==> src/rtl/bae_pkg.sv <==
// Shared types, constants and the angle pair table for the bond angle enumerator.
`default_nettype none
package bae_pkg;

    localparam int unsigned IdWidth         = 16;
    localparam int unsigned TypeWidth       = 10;
    localparam int unsigned OrderWidth      = 4;
    localparam int unsigned KeepDepth       = 5;
    localparam int unsigned NbrCountWidth   = 6;
    localparam int unsigned AngleCountWidth = 17;
    localparam int unsigned StepWidth       = 4;
    localparam int unsigned SelWidth        = 3;

    localparam logic [NbrCountWidth-1:0]   MaxNeighborSlots = NbrCountWidth'(16);
    localparam logic [AngleCountWidth-1:0] MaxAngles        = AngleCountWidth'(65536);
    localparam logic [AngleCountWidth-1:0] AngleCountMax    = '1;
    localparam logic [OrderWidth-1:0]      CoordBond        = OrderWidth'(9);
    localparam logic [TypeWidth-1:0]       TypeLimit        = TypeWidth'(300);

    typedef logic [IdWidth-1:0] id_t;
    typedef id_t [KeepDepth-1:0] nbr_arr_t;

    // one atom's worth of work handed from front to back
    typedef struct packed {
        logic        clear;
        logic [2:0]  count;
        id_t         center;
        nbr_arr_t    nbr;
    } job_t;

    // which kept neighbors form one record
    typedef struct packed {
        logic [SelWidth-1:0] first;
        logic [SelWidth-1:0] second;
        logic [SelWidth-1:0] fourth;
        logic                has_fourth;
        logic                last;
    } pair_sel_t;

    function automatic pair_sel_t pair_sel(input logic [2:0] count,
                                           input logic [StepWidth-1:0] step);
        pair_sel_t s;
        s = '0;
        unique case (count)
            3'd2:
            begin
                s.first  = 3'd0;
                s.second = 3'd1;
                s.last   = 1'b1;
            end
            3'd3:
            begin
                s.has_fourth = 1'b1;
                case (step)
                    4'd0:
                    begin
                        s.first = 3'd0; s.second = 3'd1; s.fourth = 3'd2;
                    end
                    4'd1:
                    begin
                        s.first = 3'd0; s.second = 3'd2; s.fourth = 3'd1;
                    end
                    default:
                    begin
                        s.first = 3'd1; s.second = 3'd2; s.fourth = 3'd0;
                        s.last  = 1'b1;
                    end
                endcase
            end
            3'd4:
            begin
                case (step)
                    4'd0:    begin s.first = 3'd0; s.second = 3'd1; end
                    4'd1:    begin s.first = 3'd0; s.second = 3'd2; end
                    4'd2:    begin s.first = 3'd0; s.second = 3'd3; end
                    4'd3:    begin s.first = 3'd1; s.second = 3'd2; end
                    4'd4:    begin s.first = 3'd1; s.second = 3'd3; end
                    default:
                    begin
                        s.first = 3'd2; s.second = 3'd3; s.last = 1'b1;
                    end
                endcase
            end
            default:
            begin
                case (step)
                    4'd0:    begin s.first = 3'd0; s.second = 3'd1; end
                    4'd1:    begin s.first = 3'd0; s.second = 3'd2; end
                    4'd2:    begin s.first = 3'd0; s.second = 3'd3; end
                    4'd3:    begin s.first = 3'd0; s.second = 3'd4; end
                    4'd4:    begin s.first = 3'd1; s.second = 3'd2; end
                    4'd5:    begin s.first = 3'd1; s.second = 3'd3; end
                    4'd6:    begin s.first = 3'd1; s.second = 3'd4; end
                    4'd7:    begin s.first = 3'd2; s.second = 3'd3; end
                    4'd8:    begin s.first = 3'd2; s.second = 3'd4; end
                    default:
                    begin
                        s.first = 3'd3; s.second = 3'd4; s.last = 1'b1;
                    end
                endcase
            end
        endcase
        return s;
    endfunction

endpackage
`default_nettype wire

==> src/rtl/bae_slot_if.sv <==
// Input channel: one neighbor slot word per handshake.
`default_nettype none
interface bae_slot_if
    import bae_pkg::*;
();
    logic                  valid;
    logic                  ready;
    logic                  first_of_run;
    logic [IdWidth-1:0]    atom_index;
    logic [TypeWidth-1:0]  atom_type;
    logic [IdWidth-1:0]    neighbor_id;
    logic [OrderWidth-1:0] bond_order;
    logic                  last_slot;

    modport source (output valid, first_of_run, atom_index, atom_type, neighbor_id,
                    bond_order, last_slot, input ready);
    modport sink (input valid, first_of_run, atom_index, atom_type, neighbor_id,
                  bond_order, last_slot, output ready);
endinterface
`default_nettype wire

==> src/rtl/bae_angle_if.sv <==
// Output channel: one angle record word per handshake.
`default_nettype none
interface bae_angle_if
    import bae_pkg::*;
();
    logic               valid;
    logic               ready;
    logic [IdWidth-1:0] angle_index;
    logic [IdWidth-1:0] end_first;
    logic [IdWidth-1:0] center_atom;
    logic [IdWidth-1:0] end_second;
    logic [IdWidth-1:0] fourth_atom;
    logic               last_of_atom;
    logic               overflow;

    modport source (output valid, angle_index, end_first, center_atom, end_second,
                    fourth_atom, last_of_atom, overflow, input ready);
    modport sink (input valid, angle_index, end_first, center_atom, end_second,
                  fourth_atom, last_of_atom, overflow, output ready);
endinterface
`default_nettype wire

==> src/rtl/bond_angle_enumerator_unit.sv <==
// Top level of the bond angle enumerator: front end, job queue, back end.
//
// Usage:
//   slot  : one neighbor slot word per handshake (valid/ready). Slots of an
//           atom arrive in order; last_slot marks the atom's final slot and
//           first_of_run restarts the running angle index.
//   angle : one angle record word per handshake (valid/ready).
// The front end takes a slot every cycle while the two-entry job queue has
// room. An atom that yields records is queued on its last slot; the back end
// emits one record per cycle from its output register while the receiver is
// ready; an atom yields N records (1, 3, 6 or 10). A job passes through the
// queue and into the back end's job register before its first record is
// registered for output. Sustained rate is set by the back end's record loop.
// When the receiver stalls, the output register holds its word, the back end
// waits, and the queue fills before the slot channel drops ready.
// Reset clears the neighbor count, the angle count, the queue and the output
// valid; no clearing pass is needed.
`default_nettype none
module bond_angle_enumerator_unit
    import bae_pkg::*;
(
    input  wire logic   clk,
    input  wire logic   rst_n,
    bae_slot_if.sink    slot,
    bae_angle_if.source angle
);
    job_t push_job, pop_job;
    logic push, full, not_empty, pop;

    bae_front u_front (
        .clk   (clk),
        .rst_n (rst_n),
        .slot  (slot),
        .job   (push_job),
        .push  (push),
        .full  (full)
    );

    bae_job_fifo u_fifo (
        .clk       (clk),
        .rst_n     (rst_n),
        .wr_job    (push_job),
        .push      (push),
        .full      (full),
        .rd_job    (pop_job),
        .not_empty (not_empty),
        .pop       (pop)
    );

    bae_back u_back (
        .clk       (clk),
        .rst_n     (rst_n),
        .job_in    (pop_job),
        .job_valid (not_empty),
        .pop       (pop),
        .angle     (angle)
    );
endmodule
`default_nettype wire

==> src/rtl/bae_front.sv <==
// Front end: collects an atom's neighbors and queues a job on its last slot.
`default_nettype none
module bae_front
    import bae_pkg::*;
(
    input  wire logic   clk,
    input  wire logic   rst_n,
    bae_slot_if.sink    slot,
    output job_t        job,
    output logic        push,
    input  wire logic   full
);
    logic [NbrCountWidth-1:0] count_reg, count_next;
    logic [NbrCountWidth-1:0] base;
    logic                     clear_reg, clear_next;
    nbr_arr_t                 keep_reg;
    nbr_arr_t                 nbr_now;
    logic                     accept;
    logic                     qualify;
    logic                     emits;

    assign slot.ready = !full;
    assign accept     = slot.valid && slot.ready;

    always_comb
    begin
        base    = slot.first_of_run ? '0 : count_reg;
        qualify = (slot.neighbor_id != '0) && (slot.bond_order != CoordBond);
        for (int k = 0; k < KeepDepth; k++)
        begin
            nbr_now[k] = (qualify && base == NbrCountWidth'(k)) ? slot.neighbor_id
                                                                : keep_reg[k];
        end
        count_next = base;
        if (qualify && base < MaxNeighborSlots)
        begin
            count_next = base + NbrCountWidth'(1);
        end
        emits = slot.last_slot && (slot.atom_type < TypeLimit)
                && count_next >= NbrCountWidth'(2) && count_next <= NbrCountWidth'(KeepDepth);
        // hold a pending clear of the angle count until a job carries it
        clear_next = clear_reg || slot.first_of_run;
        if (emits)
        begin
            clear_next = 1'b0;
        end
        if (slot.last_slot)
        begin
            count_next = '0;
        end
    end

    assign push       = accept && emits;
    assign job.clear  = clear_reg || slot.first_of_run;
    assign job.count  = count_next == '0 ? 3'(base + NbrCountWidth'(qualify)) : 3'd0;
    assign job.center = slot.atom_index;
    assign job.nbr    = nbr_now;

    always_ff @(posedge clk or negedge rst_n)
    begin
        if (!rst_n)
        begin
            count_reg <= '0;
            clear_reg <= 1'b0;
        end
        else if (accept)
        begin
            count_reg <= count_next;
            clear_reg <= clear_next;
        end
    end

    always_ff @(posedge clk)
    begin
        if (accept)
        begin
            keep_reg <= nbr_now;
        end
    end
endmodule
`default_nettype wire

==> src/rtl/bae_job_fifo.sv <==
// Two-entry queue of jobs between front and back.
`default_nettype none
module bae_job_fifo
    import bae_pkg::*;
(
    input  wire logic clk,
    input  wire logic rst_n,
    input  wire job_t wr_job,
    input  wire logic push,
    output logic      full,
    output job_t      rd_job,
    output logic      not_empty,
    input  wire logic pop
);
    job_t       mem [2];
    logic       wr_ptr_reg, rd_ptr_reg;
    logic [1:0] fill_reg;

    assign full      = fill_reg == 2'd2;
    assign not_empty = fill_reg != 2'd0;
    assign rd_job    = mem[rd_ptr_reg];

    always_ff @(posedge clk)
    begin
        if (push)
        begin
            mem[wr_ptr_reg] <= wr_job;
        end
    end

    always_ff @(posedge clk or negedge rst_n)
    begin
        if (!rst_n)
        begin
            wr_ptr_reg <= 1'b0;
            rd_ptr_reg <= 1'b0;
            fill_reg   <= '0;
        end
        else
        begin
            if (push)
            begin
                wr_ptr_reg <= !wr_ptr_reg;
            end
            if (pop)
            begin
                rd_ptr_reg <= !rd_ptr_reg;
            end
            fill_reg <= fill_reg + 2'(push) - 2'(pop);
        end
    end
endmodule
`default_nettype wire

==> src/rtl/bae_back.sv <==
// Back end: steps through a job's neighbor pairs, one record per cycle unless stalled.
`default_nettype none
module bae_back
    import bae_pkg::*;
(
    input  wire logic  clk,
    input  wire logic  rst_n,
    input  wire job_t  job_in,
    input  wire logic  job_valid,
    output logic       pop,
    bae_angle_if.source angle
);
    job_t                       job_reg;
    logic                       busy_reg;
    logic [StepWidth-1:0]       step_reg;
    logic [AngleCountWidth-1:0] acount_reg, acount_next;
    logic [AngleCountWidth-1:0] cur;
    logic                       out_valid_reg;
    logic [IdWidth-1:0]         index_reg, first_reg, center_reg, second_reg, fourth_reg;
    logic                       last_reg, ovf_reg;
    pair_sel_t                  sel;
    logic                       emit, fin;

    assign sel  = pair_sel(job_reg.count, step_reg);
    assign emit = busy_reg && (!out_valid_reg || angle.ready);
    assign fin  = emit && sel.last;
    assign pop  = job_valid && (!busy_reg || fin);

    always_comb
    begin
        cur = (step_reg == '0 && job_reg.clear) ? '0 : acount_reg;
        acount_next = (cur < AngleCountMax) ? cur + AngleCountWidth'(1) : cur;
    end

    always_ff @(posedge clk or negedge rst_n)
    begin
        if (!rst_n)
        begin
            busy_reg      <= 1'b0;
            step_reg      <= '0;
            acount_reg    <= '0;
            out_valid_reg <= 1'b0;
        end
        else
        begin
            if (pop)
            begin
                busy_reg <= 1'b1;
                step_reg <= '0;
            end
            else if (fin)
            begin
                busy_reg <= 1'b0;
            end
            else if (emit)
            begin
                step_reg <= step_reg + StepWidth'(1);
            end
            if (emit)
            begin
                acount_reg    <= acount_next;
                out_valid_reg <= 1'b1;
            end
            else if (angle.ready)
            begin
                out_valid_reg <= 1'b0;
            end
        end
    end

    always_ff @(posedge clk)
    begin
        if (pop)
        begin
            job_reg <= job_in;
        end
        if (emit)
        begin
            index_reg  <= cur[IdWidth-1:0];
            first_reg  <= job_reg.nbr[sel.first];
            center_reg <= job_reg.center;
            second_reg <= job_reg.nbr[sel.second];
            fourth_reg <= sel.has_fourth ? job_reg.nbr[sel.fourth] : '0;
            last_reg   <= sel.last;
            ovf_reg    <= cur >= MaxAngles;
        end
    end

    assign angle.valid        = out_valid_reg;
    assign angle.angle_index  = index_reg;
    assign angle.end_first    = first_reg;
    assign angle.center_atom  = center_reg;
    assign angle.end_second   = second_reg;
    assign angle.fourth_atom  = fourth_reg;
    assign angle.last_of_atom = last_reg;
    assign angle.overflow     = ovf_reg;
endmodule
`default_nettype wire
==> src/flat_wrapper.sv <==
// flat-port wrapper written by rule: the top's interface ports become plain ports
module bond_angle_enumerator_unit_flat import bae_pkg::*;
  (clk, rst_n, slot_valid, slot_first_of_run, slot_atom_index, slot_atom_type, slot_neighbor_id, slot_bond_order, slot_last_slot, slot_ready, angle_valid, angle_angle_index, angle_end_first, angle_center_atom, angle_end_second, angle_fourth_atom, angle_last_of_atom, angle_overflow, angle_ready);
  bae_slot_if slot_i ();
  bae_angle_if angle_i ();
  input  wire logic clk;
  input  wire logic rst_n;
  input wire logic [$bits(slot_i.valid)-1:0] slot_valid;
  input wire logic [$bits(slot_i.first_of_run)-1:0] slot_first_of_run;
  input wire logic [$bits(slot_i.atom_index)-1:0] slot_atom_index;
  input wire logic [$bits(slot_i.atom_type)-1:0] slot_atom_type;
  input wire logic [$bits(slot_i.neighbor_id)-1:0] slot_neighbor_id;
  input wire logic [$bits(slot_i.bond_order)-1:0] slot_bond_order;
  input wire logic [$bits(slot_i.last_slot)-1:0] slot_last_slot;
  output wire logic [$bits(slot_i.ready)-1:0] slot_ready;
  output wire logic [$bits(angle_i.valid)-1:0] angle_valid;
  output wire logic [$bits(angle_i.angle_index)-1:0] angle_angle_index;
  output wire logic [$bits(angle_i.end_first)-1:0] angle_end_first;
  output wire logic [$bits(angle_i.center_atom)-1:0] angle_center_atom;
  output wire logic [$bits(angle_i.end_second)-1:0] angle_end_second;
  output wire logic [$bits(angle_i.fourth_atom)-1:0] angle_fourth_atom;
  output wire logic [$bits(angle_i.last_of_atom)-1:0] angle_last_of_atom;
  output wire logic [$bits(angle_i.overflow)-1:0] angle_overflow;
  input wire logic [$bits(angle_i.ready)-1:0] angle_ready;
  assign slot_i.valid = slot_valid;
  assign slot_i.first_of_run = slot_first_of_run;
  assign slot_i.atom_index = slot_atom_index;
  assign slot_i.atom_type = slot_atom_type;
  assign slot_i.neighbor_id = slot_neighbor_id;
  assign slot_i.bond_order = slot_bond_order;
  assign slot_i.last_slot = slot_last_slot;
  assign slot_ready = slot_i.ready;
  assign angle_valid = angle_i.valid;
  assign angle_angle_index = angle_i.angle_index;
  assign angle_end_first = angle_i.end_first;
  assign angle_center_atom = angle_i.center_atom;
  assign angle_end_second = angle_i.end_second;
  assign angle_fourth_atom = angle_i.fourth_atom;
  assign angle_last_of_atom = angle_i.last_of_atom;
  assign angle_overflow = angle_i.overflow;
  assign angle_i.ready = angle_ready;
  bond_angle_enumerator_unit u_core (.clk(clk), .rst_n(rst_n), .slot(slot_i), .angle(angle_i));
endmodule
==> config.mk <==
export PLATFORM = sky130hd
export DESIGN_NAME = bond_angle_enumerator_unit_flat
export DESIGN_NICKNAME = d
export VERILOG_FILES = /design/src/rtl/bae_pkg.sv /design/src/rtl/bae_slot_if.sv /design/src/rtl/bae_angle_if.sv /design/src/rtl/bond_angle_enumerator_unit.sv /design/src/rtl/bae_front.sv /design/src/rtl/bae_job_fifo.sv /design/src/rtl/bae_back.sv /design/src/flat_wrapper.sv
export SDC_FILE = /design/constraint.sdc
export NUM_CORES = 1
export LEC_CHECK = 0
export BUFFER_PORTS_ARGS = -buffer_cell sky130_fd_sc_hd__buf_2
export CAP_MARGIN = 20
export CORE_AREA = 4 4 232 234
export DETAILED_ROUTE_END_ITERATION = 8
export DIE_AREA = 0 0 236 238
export PLACE_DENSITY_LB_ADDON = 0.15
export SYNTH_ARGS = -nofsm -noshare
export SYNTH_HDL_FRONTEND = slang
export SYNTH_SLANG_ARGS = --single-unit
==> constraint.sdc <==
create_clock -name clk -period 11.3 [get_ports clk]
set_input_delay 2.26 -clock clk [delete_from_list [all_inputs] [get_ports clk]]
set_output_delay 2.26 -clock clk [all_outputs]
set_load 0.01 [all_outputs]
* After elaboration in Yosys (flattened, before gate mapping) *
Memories as Yosys holds them, arrays and structs flattened. A register that Yosys moved wholly into a read port is not among the register bits.
Index checks and enable logic that the tools add are counted.

word-level totals
  input port bits = 52
  word-level logic and storage cells = 127
  register bits = 196
  output and inout bits = 84
  RAM bits = 200
  memories = 1

memories
  memory             words  bits a word  rd ports  clocked after Yosys merged registers in  wr ports  RTL line            source
  u_core.u_fifo.mem  2      100          1         1                                        1         bae_job_fifo.sv:15  job_t mem [2];

operators by class
  add/sub/neg operators = 6
  reduce and logical (&&, ||, !) cells = 36
  eq/ne operators = 18
  magnitude comparators = 9
  muxes and demuxes = 36

operators with widths
  kind                                                                   number
  16-bit binary-select mux with 3-bit select                             3
  16-bit two-way mux                                                     8
  5-bit case mux with 9 select lines                                     1
  17-bit two-way mux                                                     2
  5-bit case mux with 5 select lines                                     1
  6-bit two-way mux                                                      3
  6-bit case mux with 3 select lines                                     1
  17-bit by 1-bit adder with 17-bit output, second input constant        1
  17-bit >= comparator, second input constant                            1
  17-bit < comparator, second input constant                             1
  4-bit by 3-bit equality test with 1-bit output, second input constant  4
  1-bit logical AND                                                      16
  4-bit two-way mux                                                      4
  16-bit nonzero test                                                    1
  7-bit case mux with 2 select lines                                     1
  6-bit by 2-bit equality test with 1-bit output, second input constant  2
  6-bit zero test                                                        2
  3-bit by 4-bit < comparator with 1-bit output, second input constant   3
  10-bit by 9-bit < comparator with 1-bit output, second input constant  1
  1-bit two-way mux                                                      10
  9-bit OR reduction                                                     1
  4-bit by 2-bit equality test with 1-bit output, second input constant  2
  2-bit nonzero test                                                     4
  6-bit by 1-bit adder with 6-bit output, second input constant          1
  other kinds (24)                                                       31

* Logic depth before layout (Yosys ltp) *
Gate-level depths: netlist (run 1).

  word-level depth = 10
  gate-level depth with buffers = 13

* Cells and area by module *
From an unflattened synthesis (run 1), not the netlist that was laid out.

unflattened totals
  cell total of the unflattened synthesis = 1205
  area, all modules = 21336.7 um^2

by module, submodules not included
  module        instances  cells an instance  area each (um^2)  seq. area each (um^2)
  bae_back      1          590                9019.9            6040.8
  bae_job_fifo  1          326                7865.0            6105.9
  bae_front     1          289                4451.8            2577.5

* Worst setup path after synthesis (run 1) *
Ideal clock, no wire load.

  path kind = input -> register
  start = in slot_first_of_run
  end = mem u_core.u_fifo.mem[0][0] (netlist name), enable pin
  slack = -2160 ps
  stages = 7
  required time = 10495 ps
  arrival = 12655 ps
  setup time = 805 ps
  buffers on the path = 0
  cells stage by stage = nor2b_1 -> ha_1 -> nor2_1 -> mux2i_1 -> mux2i_1 -> a21oi_1 -> nor4_1

on the way
  cells in the longest elaborated chain, start to end = 10

RTL lines
  element                                         RTL line            source
  start, declared                                 flat_wrapper.sv:9   input wire logic [$bits(slot_i.first_of_run)-1:0] slot_first_of_run;
  6-bit two-way mux *                             bae_front.sv:27     base = slot.first_of_run ? '0 : count_reg;
  6-bit by 5-bit < comparator with 1-bit output   bae_front.sv:35     if (qualify && base < MaxNeighborSlots)
  1-bit logical AND                               bae_front.sv:35
  6-bit two-way mux *                             bae_front.sv:35
  6-bit by 2-bit >= comparator with 1-bit output  bae_front.sv:40     && count_next >= NbrCountWidth'(2) && count_next <= NbrCountWidth'(KeepDepth);
  1-bit logical AND                               bae_front.sv:40
  1-bit logical AND *                             bae_front.sv:40
  1-bit logical AND *                             bae_front.sv:53     assign push = accept && emits;
  1-bit two-way mux *                             bae_job_fifo.sv:25  if (push)
  1-bit two-way mux (not written as such) *       bae_job_fifo.sv:27  mem[wr_ptr_reg] <= wr_job;
  end, declared                                   bae_job_fifo.sv:15

Every way passes the cells marked *; elsewhere a longest branch is shown, timed or not.

* Worst setup path after layout (run 1) *
  start = in slot_neighbor_id[9]
  end = mem u_core.u_fifo.mem[1][15] (netlist name), enable pin

on the way
  cells in the longest elaborated chain, start to end = 10

RTL lines
  element                                         RTL line            source
  start, declared                                 flat_wrapper.sv:12  input wire logic [$bits(slot_i.neighbor_id)-1:0] slot_neighbor_id;
  16-bit nonzero test *                           bae_front.sv:28     qualify = (slot.neighbor_id != '0) && (slot.bond_order != CoordBond);
  1-bit logical AND *                             bae_front.sv:28
  1-bit logical AND *                             bae_front.sv:35
  6-bit two-way mux *                             bae_front.sv:35
  6-bit by 2-bit >= comparator with 1-bit output  bae_front.sv:40
  1-bit logical AND                               bae_front.sv:40
  1-bit logical AND *                             bae_front.sv:40
  1-bit logical AND *                             bae_front.sv:53
  1-bit two-way mux *                             bae_job_fifo.sv:25
  1-bit two-way mux (not written as such) *       bae_job_fifo.sv:27

Marks and branches as above.

==> impl_metrics.env, run 1 <==
export IMPL_antenna_found_initial=2
export IMPL_async_flop_share_pct=6.855
export IMPL_rsz0062_at_grt="no"
export IMPL_worstPathRequired_ns=11.51
export IMPL_period_minus_slack_ns=5.929
export IMPL_num_antenna_cells=0
export IMPL_power_leakage_nw=8.449
export IMPL_crit_type="input port to flip-flop"
export IMPL_drt_pass1_iterations=5
export IMPL_track_usage_pct=16.92
export IMPL_post_cts_setup_buffers=0
export IMPL_die_h_um=238
export IMPL_fmax_ghz=0.1687
export IMPL_dieArea_um2=56170
export IMPL_overflow=0
export IMPL_fp_dieW_um=236
export IMPL_core_area_um2=52020
export IMPL_design_area_um2=24180
export IMPL_ir_worst_vdd_v=0.0002051
export IMPL_areaGrowthSynthToFinish_pct=14.81
export IMPL_ys_top_cells_by_area="edfxtp_1 (66%), mux2_2 (9.7%), dfrtp_1 (4.0%)"
export IMPL_setup_viol=0
export IMPL_grt_start_max_net_pins=84
export IMPL_ys_warn_count=0
export IMPL_clk_pin_slew_ns=0.06
export IMPL_cp_start_kind="input port"
export IMPL_grt_pass1_vias=11800
export IMPL_cts_sinks=496
export IMPL_cts_root_buf="clkbuf_16"
export IMPL_synth_area_um2=21060
export IMPL_grt_first_pass_wirelength_mm=72.66
export IMPL_largest_reg_flops=200
export IMPL_viasPerCell=5.379
export IMPL_routed_wl_mm=48.70
export IMPL_syn_mean_instance_area_um2=15.98
export IMPL_critPathCaptureType="flip-flop"
export IMPL_hold_viol=0
export IMPL_vias=11760
export IMPL_clockBufferDepth=3
export IMPL_holdWs_ns=0.4177
export IMPL_status="finished, final reports clean"
export IMPL_antenna_left=0
export IMPL_synthFlopType="edfxtp_1"
export IMPL_cp_max_fo=54
export IMPL_ios=136
export IMPL_seq_area_frac_synth_pct=69.92
export IMPL_gp_congestion=0.8267
export IMPL_synth_edf_count=462
export IMPL_setup_tns_ns=0
export IMPL_synth_most_common_cell="edfxtp_1"
export IMPL_place_hpwl_mm=28.82
export IMPL_ys_ff_latch=496
export IMPL_finClkSkew_ns=0.02165
export IMPL_drtIter0Drc=848
export IMPL_relSlewSlack_pct=26.21
export IMPL_yosysTopAreaCell="edfxtp_1"
export IMPL_maxCapViolations=0
export IMPL_port_buffers=133
export IMPL_syn_instance_count=1318
export IMPL_fin_crit_sh_pct=52.47
export IMPL_crit_arrival_ns=6.14
export IMPL_worst_pin_slew_ns=1.106
export IMPL_layout_drive_gt1_share_pct=30.35
export IMPL_fp_row_count=84
export IMPL_drc=0
export IMPL_drt_wirelength_per_cell_um=22.27
export IMPL_clock_latency_ns=0.59
export IMPL_ctsHoldBuffers=0
export IMPL_synth_top_cell_area_share_pct=65.88
export IMPL_cts_tree="yes"
export IMPL_yosys_top_cells_count="edfxtp_1 (462), mux2_2 (181), nand2_1 (88), mux2i_1 (67), nand3_1 (62)"
export IMPL_finalMaxSlewViolations=0
export IMPL_hp_class="flip-flop to flip-flop"
export IMPL_powerDensity_nw_per_um2=297.0
export IMPL_cts_buffers=50
export IMPL_htree_levels=2
export IMPL_initial_core_util_pct=40.48
export IMPL_fin_nets=1524
export IMPL_place_area_um2=22470
export IMPL_syn_num_nets=1383
export IMPL_cts_resized=0
export IMPL_ys_types=74
[cells in the final DEF (no fill, tap or decap), drive strengths merged, types with 5 or more instances in the layout]
cell,n
nor3,19
o21ai,31
mux4,16
buf,157
ha,13
a21oi,15
nand2b,6
o31ai,6
nor2b,22
xnor2,10
or2,6
nand2,89
nand4,5
mux2i,67
nor4,12
o211ai,50
and2,25
clkbuf,70
clkinv,14
inv,31
mux2,182
nor2,26
nand3,63
bufinv,6
edfxtp,462
dfrtp,34
[power by group]
group          switching (mW)  internal, mW
logic                    1.54         0.943
registers               0.285          2.73
clock network           0.684         0.999
total                    2.51          4.67
[worst paths after layout]
check                                                endpoint  cells after the start  slack, ns                        start
hold / removal             u_core.u_back.angle.center_atom[0]                      0       0.42    u_core.u_back.job_reg[80]
setup reg to reg                     u_core.u_fifo.mem[1][15]                      9       7.17  u_core.u_front.count_reg[1]
setup / recovery                     u_core.u_fifo.mem[1][15]                      8       5.37          slot_neighbor_id[9]
min in group asynchronous         u_core.u_front.count_reg[0]                      1       1.76                        rst_n
hold reg to reg            u_core.u_back.angle.center_atom[0]                      0       0.42    u_core.u_back.job_reg[80]
max in group asynchronous            u_core.u_fifo.rd_ptr_reg                      1       8.91                        rst_n
[layer usage]
layer / global-route usage, % / vias up / routed length [um]
met2: 28.16 / 322 / 23550
met5: 0 / - / 13
met3: 2.554 / 100 / 2083
li1: - / 5387 / -
met1: 22.50 / 5953 / 21400
met4: 6.834 / 2 / 1650
[critical path, stage by stage]
cell and delay (ns):
buf_2 0.17, nor4_1 0.56, nand4_1 0.57, nand3_1 0.37, mux2i_1 0.17, nor3_1 0.43
and2_4 0.84, buf_4 0.72
[per-stage QoR]
stage / cells / util (%) / setup slack [ns] / total power, mW
after CTS: 2185 / 46.39 / 5.109 / 7.259
after detailed placement: 2093 / 43.20 / 4.493 / 5.557
after global placement: 2092 / 43.18 / 4.513 / 5.504
final: 2187 / 46.47 / 5.371 / 7.181
after global routing: 2187 / 46.47 / 4.987 / 7.541
after floorplan: 1318 / - / 1.989 / 4.693
[logic make-up (layout without fill, tap and decap cells)]
| family | after synthesis | after routing | synth area share (%) |
|---|---|---|---|
| compound gates | 138 | 138 | 4.742 |
| xor+xnor | 14 | 14 | 0.5823 |
| fa+ha+maj | 13 | 13 | 0.7724 |
| buf+inv | 99 | 280 | 2.169 |
| flops | 496 | 496 | 69.92 |
| mux | 265 | 265 | 14.63 |
| simple gates | 293 | 293 | 7.184 |
[area by class of cell]
class                      instances  area (um^2)
timing repair buffer             157        873.3
clock buffer                      70         1398
multi-input combinational        723         5931
fill                            4472        27850
tap                              688        860.8
inverter                          31        120.1
sequential                       496        14730
clock inverter                    22        265.3
Note: power is estimated with default switching activity, not from simulation.
==> run 2, diff against run 1 <==
==> constraint.sdc (replaced) <==
create_clock -name clk -period 4.8 [get_ports clk]
set_input_delay 0.96 -clock clk [delete_from_list [all_inputs] [get_ports clk]]
set_output_delay 0.96 -clock clk [all_outputs]
set_load 0.01 [all_outputs]
==> run 2 against run 1 <==
  * Clock power grew 130%
  * Total power grew 140%
  * Die area is the same
  * Count of clock-buffer cells in the layout shrank 6
  * Global-route usage grew 0.17 points
  * Worst hold slack is essentially flat
  * Register-to-register slack lost 5.9 ns
  * Non-clock buffer count grew 17
  * Cell area grew 0.68%
  * Critical path depth grew 1
  * Utilization grew 0.31 points
  * Sequential share of layout area shrank 0.41 points
==> impl_metrics.env, run 2 (synthesis gave the netlist of run 1 again) <==
export IMPL_status="finished, final reports clean"
export IMPL_layout_commonest_cell="edfxtp_1"
export IMPL_antenna_found_initial=2
export IMPL_finalMaxSlewViolations=0
export IMPL_layout_drive_gt1_share_pct=31.13
export IMPL_worstPathRequired_ns=5.19
export IMPL_cp_slowest_cell="and3_1"
export IMPL_reg2reg_slack_ns=1.24
export IMPL_met1_length_mm=20.85
export IMPL_dieArea_um2=56170
export IMPL_vias=11830
export IMPL_fp_row_count=84
export IMPL_hold_path_end="u_core.u_back.angle.center_atom[12]"
export IMPL_ios=136
export IMPL_critPathCaptureType="flip-flop"
export IMPL_crit_arrival_ns=3.95
export IMPL_cts_sinks=496
export IMPL_hold_depth=0
export IMPL_multi_input_area_um2=5957
export IMPL_relSlewSlack_pct=31.72
export IMPL_clock_latency_ns=0.59
export IMPL_drt_wirelength_per_cell_um=22.06
export IMPL_cp_start_kind="flip-flop"
export IMPL_fin_crit_sh_pct=74.19
export IMPL_crit_type="flip-flop to flip-flop"
export IMPL_powerDensity_nw_per_um2=694.5
export IMPL_grt_pass1_vias=11890
export IMPL_period_minus_slack_ns=3.561
export IMPL_worst_pin_slew_ns=1.019
export IMPL_dr_wl_met2_mm=23.79
export IMPL_antenna_left=0
export IMPL_largest_reg_flops=200
export IMPL_place_hpwl_mm=29.92
export IMPL_hold_viol=0
export IMPL_cts_tree="yes"
export IMPL_track_usage_pct=17.09
export IMPL_clk_pin_slew_ns=0.06
export IMPL_instances_no_fill=2205
export IMPL_post_cts_setup_buffers=0
export IMPL_utilization_pct=46.78
export IMPL_gp_congestion=0.8104
export IMPL_initial_core_util_pct=40.48
export IMPL_worstPathCellList="inv_1 > ha_1 > nor3_1 > a211oi_1 > o21ai_2 > and3_1 > buf_4 > nand2_1 > o211ai_1"
export IMPL_cts_buffers=50
export IMPL_cp_depth=9
export IMPL_hp_class="flip-flop to flip-flop"
export IMPL_fmax_ghz=0.2808
export IMPL_setup_viol=0
export IMPL_drc=0
export IMPL_core_area_um2=52020
export IMPL_areaGrowthSynthToFinish_pct=15.59
export IMPL_viasPerCell=5.366
export IMPL_port_buffers=133
export IMPL_maxUsedRoutingLayer="met5"
export IMPL_finClkSkew_ns=0.01698
export IMPL_clockBufferDepth=3
export IMPL_critPathBufInv=2
export IMPL_dpl_cell_count=2112
export IMPL_cts_resized=0
export IMPL_maxCapViolations=0
export IMPL_ctsHoldBuffers=0
export IMPL_fp_dieW_um=236
export IMPL_ff_latch_area_um2=14730
export IMPL_slowest_delay_ns=0.65
export IMPL_fillers=4523
export IMPL_worstReg2RegStart="u_core.u_back.step_reg[0]"
export IMPL_met3_length_mm=2.559
export IMPL_htree_levels=2
export IMPL_power_leakage_nw=8.525
export IMPL_grt_first_pass_wirelength_mm=73.42
export IMPL_grt_start_max_net_pins=102
export IMPL_path_delay_family="simple AND/OR/NAND/NOR gates"
export IMPL_min_from="u_core.u_back.job_reg[92]"
export IMPL_ir_worst_vdd_v=0.0004232
export IMPL_fin_nets=1541
export IMPL_drt_pass1_iterations=5
export IMPL_rr_endpoint="u_core.u_back.angle.end_second[15]"
export IMPL_overflow=0
export IMPL_cts_root_buf="clkbuf_16"
export IMPL_r2r_cells=9
export IMPL_final_cell_mix="edfxtp_1 (462), mux2_2 (181), buf_2 (133)"
export IMPL_cp_max_fo=16
export IMPL_die_h_um=238
export IMPL_rsz0062_at_grt="no"
export IMPL_drtIter0Drc=767
export IMPL_routed_wl_mm=48.64
-- run 2: routing by layer --
metal / global-route usage, % / vias to the layer above
met4: 6.033 / 2
met5: 0 / -
met3: 3.098 / 85
met2: 28.68 / 323
li1: - / 5426
met1: 22.56 / 5996
-- run 2: final cells by class --
class	count	share of cell area, %
multi-input cells	723	24.47
diodes	1	0.01028
well taps	688	3.537
repair buffers	174	4.308
clock buffers	64	5.526
inverters	31	0.4935
clock inverters	28	1.141
flip-flops and latches	496	60.51
-- run 2: stage by stage --
step	cell area [um^2]	setup slack [ns]	power, mW	setup TNS (ns)	hold slack [ns]
after CTS	24340	1.241	17.12	0	0.4195
after floorplan	21120	-0.6902	11.00	-69.02	0.4003
after global routing	24340	1.088	17.80	0	0.4225
after detailed placement	22710	1.081	13.22	0	0.4052
final	24340	1.239	16.90	0	0.4174
after global placement	22710	1.146	13.12	0	0.4017
-- run 2: power breakdown --
group | switching [mW] | internal (mW)
Combinational | 3.58 | 2.33
Sequential | 0.728 | 6.42
Clock | 1.59 | 2.25
Total | 5.90 | 11.0
-- run 2: worst max-delay path by stage --
stage | start | end | slack, ns
global placement | slot_neighbor_id[9] | u_core.u_fifo.mem[0][80] | 1.15
floorplan | slot_first_of_run | u_core.u_fifo.mem[0][0] | -0.69
CTS | u_core.u_back.step_reg[0] | u_core.u_back.angle.end_second[15] | 1.24
finish | u_core.u_back.step_reg[0] | u_core.u_back.angle.end_second[15] | 1.24
detailed placement | slot_neighbor_id[9] | u_core.u_fifo.mem[0][87] | 1.08
global route | u_core.u_back.step_reg[0] | u_core.u_back.angle.end_second[15] | 1.09
